File: src/bsp_pkg.sv
// ----------------------------------------------------------------------------
// bsp_pkg
// Types and constants shared by the bump shade pixel core: item layouts,
// field widths and register indexes.
// ----------------------------------------------------------------------------
`default_nettype none

package bsp_pkg;

	localparam int NORM_W       = 16;
	localparam int CHAN_W       = 8;
	localparam int CFG_IDX_W    = 3;
	localparam int CFG_DATA_W   = 16;
	localparam int FRAC_BITS_DEF = 14;

	localparam logic [CHAN_W-1:0]  DEFAULT_CHAN_RST = 8'hFF;
	localparam logic [NORM_W-1:0]  NULL_NORMAL_RST  = 16'h8000;

	typedef enum logic [CFG_IDX_W-1:0] {
		REG_LIGHT_X       = 3'd0,
		REG_LIGHT_Y       = 3'd1,
		REG_LIGHT_Z       = 3'd2,
		REG_DEFAULT_RED   = 3'd3,
		REG_DEFAULT_GREEN = 3'd4,
		REG_DEFAULT_BLUE  = 3'd5,
		REG_NULL_NORMAL   = 3'd6
	} cfg_reg_t;

	typedef struct packed {
		logic signed [NORM_W-1:0] normal_x;
		logic signed [NORM_W-1:0] normal_y;
		logic signed [NORM_W-1:0] normal_z;
		logic [CHAN_W-1:0]        pix_red;
		logic [CHAN_W-1:0]        pix_green;
		logic [CHAN_W-1:0]        pix_blue;
		logic                     has_color;
	} pixel_in_t;

	typedef struct packed {
		logic [CHAN_W-1:0] out_red;
		logic [CHAN_W-1:0] out_green;
		logic [CHAN_W-1:0] out_blue;
	} pixel_out_t;

endpackage

`default_nettype wire

File: src/bump_shade_pixel_core.sv
// ----------------------------------------------------------------------------
// bump_shade_pixel_core
// Lambertian shading, one pixel per clock unless stalled: dot product
// of surface normal and light vector scales pixel color, rounded, clamped.
// ----------------------------------------------------------------------------
//  channel   signals                          direction
//  in        in_valid / in_ready / in_data    item into the core
//  out       out_valid / out_ready / out_data item out of the core
//  cfg       cfg_we / cfg_index / cfg_wdata   register write, no wait
//
//  Four register stages: products, dot sum and magnitude, channel products,
//  round and clamp. One item per cycle sustained while out_ready is high.
//  Each stage advances when the stage after it is empty or advancing, so a
//  stall at out_ready backs up without loss and bubbles are filled.
//  Reset clears the valid bits and loads the register reset values.
// ----------------------------------------------------------------------------
`default_nettype none

module bump_shade_pixel_core #(
	parameter int FRAC_BITS = bsp_pkg::FRAC_BITS_DEF
) (
	input  wire logic                            clk,
	input  wire logic                            arst_n,
	input  wire logic                            in_valid,
	output logic                                 in_ready,
	input  wire bsp_pkg::pixel_in_t              in_data,
	output logic                                 out_valid,
	input  wire logic                            out_ready,
	output bsp_pkg::pixel_out_t                  out_data,
	input  wire logic                            cfg_we,
	input  wire logic [bsp_pkg::CFG_IDX_W-1:0]   cfg_index,
	input  wire logic [bsp_pkg::CFG_DATA_W-1:0]  cfg_wdata
);

	import bsp_pkg::*;

	localparam int PP_W   = 2 * NORM_W;
	localparam int DOT_W  = PP_W + 2;
	localparam int MAG_W  = DOT_W - 1;
	localparam int PROD_W = MAG_W + CHAN_W;
	localparam int SH     = 2 * FRAC_BITS;
	localparam int SUM_W  = ((PROD_W > SH) ? PROD_W : SH) + 1;
	localparam logic [SUM_W-1:0] HALF = {{(SUM_W-1){1'b0}}, 1'b1} << (SH - 1);
	localparam logic [SUM_W-1:0] MAX_CHAN = SUM_W'(255);

	logic signed [NORM_W-1:0] light_x_q, light_y_q, light_z_q;
	logic [CHAN_W-1:0]        def_red_q, def_green_q, def_blue_q;
	logic [NORM_W-1:0]        null_normal_q;

	always_ff @(posedge clk or negedge arst_n) begin
		if (!arst_n) begin
			light_x_q     <= '0;
			light_y_q     <= '0;
			light_z_q     <= '0;
			def_red_q     <= DEFAULT_CHAN_RST;
			def_green_q   <= DEFAULT_CHAN_RST;
			def_blue_q    <= DEFAULT_CHAN_RST;
			null_normal_q <= NULL_NORMAL_RST;
		end else if (cfg_we) begin
			case (cfg_reg_t'(cfg_index))
				REG_LIGHT_X:       light_x_q     <= cfg_wdata;
				REG_LIGHT_Y:       light_y_q     <= cfg_wdata;
				REG_LIGHT_Z:       light_z_q     <= cfg_wdata;
				REG_DEFAULT_RED:   def_red_q     <= cfg_wdata[CHAN_W-1:0];
				REG_DEFAULT_GREEN: def_green_q   <= cfg_wdata[CHAN_W-1:0];
				REG_DEFAULT_BLUE:  def_blue_q    <= cfg_wdata[CHAN_W-1:0];
				REG_NULL_NORMAL:   null_normal_q <= cfg_wdata;
				default: ;
			endcase
		end
	end

	// valid bits and advance chain
	logic valid_s1, valid_s2, valid_s3, valid_s4;
	logic adv1, adv2, adv3, adv4;

	assign adv4     = !valid_s4 || out_ready;
	assign adv3     = !valid_s3 || adv4;
	assign adv2     = !valid_s2 || adv3;
	assign adv1     = !valid_s1 || adv2;
	assign in_ready = adv1;

	always_ff @(posedge clk or negedge arst_n) begin
		if (!arst_n) begin
			valid_s1 <= 1'b0;
			valid_s2 <= 1'b0;
			valid_s3 <= 1'b0;
			valid_s4 <= 1'b0;
		end else begin
			if (adv1) valid_s1 <= in_valid;
			if (adv2) valid_s2 <= valid_s1;
			if (adv3) valid_s3 <= valid_s2;
			if (adv4) valid_s4 <= valid_s3;
		end
	end

	// stage 1: per-axis products, null test, base color
	logic                    is_null;
	logic                    color_zero;
	logic [2:0][CHAN_W-1:0]  base_in;

	always_comb begin
		is_null = (in_data.normal_x == null_normal_q) ||
		          (in_data.normal_y == null_normal_q) ||
		          (in_data.normal_z == null_normal_q);
		color_zero = (in_data.pix_red == '0) && (in_data.pix_green == '0) &&
		             (in_data.pix_blue == '0);
		if (is_null) begin
			base_in = in_data.has_color ?
			          {in_data.pix_blue, in_data.pix_green, in_data.pix_red} : '0;
		end else if (!in_data.has_color || color_zero) begin
			base_in = {def_blue_q, def_green_q, def_red_q};
		end else begin
			base_in = {in_data.pix_blue, in_data.pix_green, in_data.pix_red};
		end
	end

	logic signed [PP_W-1:0] pp_s1 [3];
	logic                   null_s1;
	logic [2:0][CHAN_W-1:0] base_s1;

	always_ff @(posedge clk) begin
		if (adv1) begin
			pp_s1[0] <= $signed(in_data.normal_x) * light_x_q;
			pp_s1[1] <= $signed(in_data.normal_y) * light_y_q;
			pp_s1[2] <= $signed(in_data.normal_z) * light_z_q;
			null_s1  <= is_null;
			base_s1  <= base_in;
		end
	end

	// stage 2: dot sum, sign and magnitude
	logic signed [DOT_W-1:0] dot;
	assign dot = DOT_W'(pp_s1[0]) + DOT_W'(pp_s1[1]) + DOT_W'(pp_s1[2]);

	logic [MAG_W-1:0]       mag_s2;
	logic                   neg_s2;
	logic                   null_s2;
	logic [2:0][CHAN_W-1:0] base_s2;

	always_ff @(posedge clk) begin
		if (adv2) begin
			neg_s2  <= dot[DOT_W-1];
			mag_s2  <= dot[DOT_W-1] ? MAG_W'(-dot) : MAG_W'(dot);
			null_s2 <= null_s1;
			base_s2 <= base_s1;
		end
	end

	// stage 3: scale each channel
	logic [PROD_W-1:0]      prod_s3 [3];
	logic                   neg_s3;
	logic                   null_s3;
	logic [2:0][CHAN_W-1:0] base_s3;

	always_ff @(posedge clk) begin
		if (adv3) begin
			for (int c = 0; c < 3; c++) begin
				prod_s3[c] <= mag_s2 * base_s2[c];
			end
			neg_s3  <= neg_s2;
			null_s3 <= null_s2;
			base_s3 <= base_s2;
		end
	end

	// stage 4: round half away from zero, clamp to 1..255; null passes base
	logic [2:0][CHAN_W-1:0] shade;
	logic [SUM_W-1:0]       rsum [3];
	logic [SUM_W-1:0]       q [3];

	always_comb begin
		for (int c = 0; c < 3; c++) begin
			rsum[c] = SUM_W'(prod_s3[c]) + HALF;
			q[c]    = rsum[c] >> SH;
			if (null_s3) begin
				shade[c] = base_s3[c];
			end else if (neg_s3 || q[c] == '0) begin
				shade[c] = CHAN_W'(1);
			end else if (q[c] > MAX_CHAN) begin
				shade[c] = '1;
			end else begin
				shade[c] = q[c][CHAN_W-1:0];
			end
		end
	end

	pixel_out_t out_s4;

	always_ff @(posedge clk) begin
		if (adv4) begin
			out_s4.out_red   <= shade[0];
			out_s4.out_green <= shade[1];
			out_s4.out_blue  <= shade[2];
		end
	end

	assign out_valid = valid_s4;
	assign out_data  = out_s4;

	a_ready_when_empty: assert property (@(posedge clk) disable iff (!arst_n)
		!valid_s1 |-> in_ready)
		else $error("input stalled with empty first stage");

	a_shaded_nonzero: assert property (@(posedge clk) disable iff (!arst_n)
		valid_s3 && adv4 && !null_s3 |=> out_data.out_red != '0 &&
		out_data.out_green != '0 && out_data.out_blue != '0)
		else $error("shaded pixel has a zero channel");

	a_neg_gives_one: assert property (@(posedge clk) disable iff (!arst_n)
		valid_s3 && adv4 && !null_s3 && neg_s3 |=> out_data.out_red == CHAN_W'(1) &&
		out_data.out_green == CHAN_W'(1) && out_data.out_blue == CHAN_W'(1))
		else $error("negative shade not floored to one");

	a_stage_handoff: assert property (@(posedge clk) disable iff (!arst_n)
		valid_s3 && adv3 |=> valid_s4)
		else $error("item dropped between stages three and four");

endmodule

`default_nettype wire

File: config.mk
export PLATFORM = sky130hd
export DESIGN_NAME = bump_shade_pixel_core
export DESIGN_NICKNAME = d
export VERILOG_FILES = /design/src/bsp_pkg.sv /design/src/bump_shade_pixel_core.sv
export SDC_FILE = /design/constraint.sdc
export NUM_CORES = 2
export LEC_CHECK = 0
export ABC_AREA = 1
export BUFFER_PORTS_ARGS = -buffer_cell sky130_fd_sc_hd__buf_2
export CORE_MARGIN = 2
export CORE_UTILIZATION = 40
export CTS_BUF_LIST = sky130_fd_sc_hd__clkbuf_8
export DETAILED_ROUTE_END_ITERATION = 7
export HOLD_SLACK_MARGIN = 0.03
export REMOVE_ABC_BUFFERS = 1
export SLEW_MARGIN = 20
export SYNTH_ARGS = -nofsm -noshare
export SYNTH_HDL_FRONTEND = slang
export SYNTH_SLANG_ARGS = --single-unit
File: constraint.sdc
create_clock -name clk -period 11.1 [get_ports clk]
set_input_delay 2.22 -clock clk [delete_from_list [all_inputs] [get_ports clk]]
set_output_delay 2.22 -clock clk [all_outputs]
set_load 0.02 [all_outputs]
==> metrics <==
outcome completed; initial DRC count 3,521; I/O Buffers 122; vias in the first global route 59,600; post-route ant nets 0; TNS Setup 0 ns; gpl congestion 0.910; drc violations 0; worst r2r src light_y_q[1]; Synth warnings 0; Worst-Skew Late Latency roughly 0.8 ns; starting density of the core 0.401; Tcrit/Tclk final 0.687; Setup Skew 0.0678 ns; top routing layer in use met4; die area 0.184 sq mm; Yosys top cell by area fa_1; area grow syn2layout 5.93%; # resized after CTS 0; initial antenna violation count 3; commonest non-fill, non-tap cells in the layout 2,437 x inv_1, 2,400 x nand2_1, 1,374 x fa_1, 456 x ha_1, 289 x nor2_1; metal3 WL 10.1 mm; Worst Reg-to-Reg Cells 18; Vias 55,600; worst reg2reg endpoint pp_s1[0][61]; Crit. End Element register; R2R setup slack 4.39 ns; Post-CTS Setup Repair Bufs 0; DPL Wire Length 157 mm; CTS tree done; CP Cell Sequence buf_2 > nand2_1 > inv_1 > fa_1 > fa_1 > fa_1 > fa_1 > fa_1 > inv_1 > fa_1 > inv_1 > ha_1 > nand2_1 > nor4_1 > nand4_1 > nand3_1 > a21oi_1 > o21ai_0 > xor2_1; hold_sp null_s1; Num CTS Buffers 68; Crit Path Class input pin to register; worst setup path startpoint in_data[56]; Synth Area per Inst 8.07 sq um; WP data arrival roughly 8 ns; layout cells sized above 1 0.0461; Worst EP required 11.61 ns; Worst slew margin 0.232; CTS root buf clkbuf_8; top post-synthesis cells by area fa_1 38%, inv_1 13%, nand2_1 12%, edfxtp_1 11%, ha_1 7.9%; Final Critical Period 7.63 ns; hold_buf cts 0; met1 WL 80.5 mm; synthesized instance count 8,964; final hold vios 0; CTS clk-pin slew, worst paths 0.07 ns; Pre-antenna DRT Iters 5; Max-cap violations 0; met2 WL 99.0 mm; CP max FO 18; min-delay worst type register to register; asr flop ratio synth 0.253; Critical Path Source Type input pin; Worst Tran Pin Value roughly 1.2 ns; top cell type's share of synthesized area 0.380; Netlist cell types just under 60; H-tree levels 3; Max clock buf depth 3; Die X 429 um; commonest non-fill, non-tap cell in the layout inv_1; row cnt roughly 160; GRT Overall Usage 0.220; Worst Setup EP pp_s1[0][61]; core area 0.180 sq mm; TritonCTS Sinks 364; Post-Syn Area 0.0723 sq mm; Final Net Count 10,800; Post-synth EDFFs 272; RSZ-0062 raised after global routing false; die height 429 um; drt wl/cell 17.5 um; detail-routed via count per cell roughly 4.9; Crit-path slowest cell fa_1; GRT overflow 0; register area share after synthesis 0.145; final wirelength 198 mm; top_reg_cell synth edfxtp_1; fmax 131 MHz; Worst path most repeated cell fa_1; Setup violations, final 0; pin count of the biggest net entering global routing 68; Seq cells post-synth 364; first-pass GRT wire length 321 mm; I/O Pins 123; Final Max Slew Viols 0; Max stage delay on crit path just over 0.8 ns
per-layer routing:
metal,vias up,GRT usage
li1,25900,-
met1,27900,0.275
met2,1491,0.388
met3,285,0.0256
met4,0,0.0858
met5,-,0
sequential cells by signal, indices dropped and copies added, names as in the netlist:
signal	count
mag_s2	33
base_s1	24
pp_s1	96
base_s2	24
out_valid	1
valid_s3	1
null_s2	1
out_data	24
light_y_q	16
light_z_q	16
def_red_q	8
null_normal_q	16
null_s3	1
neg_s2	1
def_green_q	8
light_x_q	16
valid_s2	1
def_blue_q	8
base_s3	24
neg_s3	1
null_s1	1
valid_s1	1
prod_s3	42
layout make-up:
type | count | area (sq um)
timing repair buffer | 192 | 1220
inverter | 2435 | 9140
sequential | 364 | 10500
multi-input combinational | 5789 | 51300
clock inverter | 49 | 465
tap | 2370 | 2970
antenna | 9 | 22.5
clock buffer | 74 | 1020
fill | 18100 | 104000
synth_stat cells (83+ instances only):
library cell,n
xnor2_1,83
a21oi_1,260
edfxtp_1,272
fa_1,1374
inv_1,2428
xor2_1,150
nand3_1,156
nand2_1,2401
ha_1,456
o21ai_0,237
nor2_1,290
clkbuf_1,367
worst min-delay path by stage:
stage,end,cells after the start
after floorplan,base_s2[0],0
after global placement,base_s2[9],0
after detailed placement,neg_s3,0
after CTS,null_s2,0
after global routing,base_s2[11],0
final,null_s2,0
through the flow:
stage	worst slack, ns	area [sq um]	instances	util	hold slack, ns
finish	3.47	76600	11300	0.425	0.416
global route	3.12	76600	11300	0.425	0.424
CTS	3.54	76400	11300	0.424	0.416
detailed placement	2.69	75000	11100	0.416	0.405
global placement	2.84	75000	11100	0.416	0.402
floorplan	1.71	70900	8588	-	0.400
kinds of logic after synthesis:
kind of cell	synth area share
buf+inv	0.146
fa+ha+maj	0.459
xor+xnor	0.0282
simple gates	0.170
flops	0.145
compound gates	0.0506
critical path, delay by kind of cell:
family | cells | cell delay [ns]
simple gates | 5 | 1.18
fa+ha+maj | 7 | 3.73
compound gates | 2 | 0.32
buf+inv | 4 | 0.58
xor+xnor | 1 | 0.09
Power is left out: the tool's default activity adds up to more than one toggle a clock period on the data nets, which glitch-free logic cannot reach.
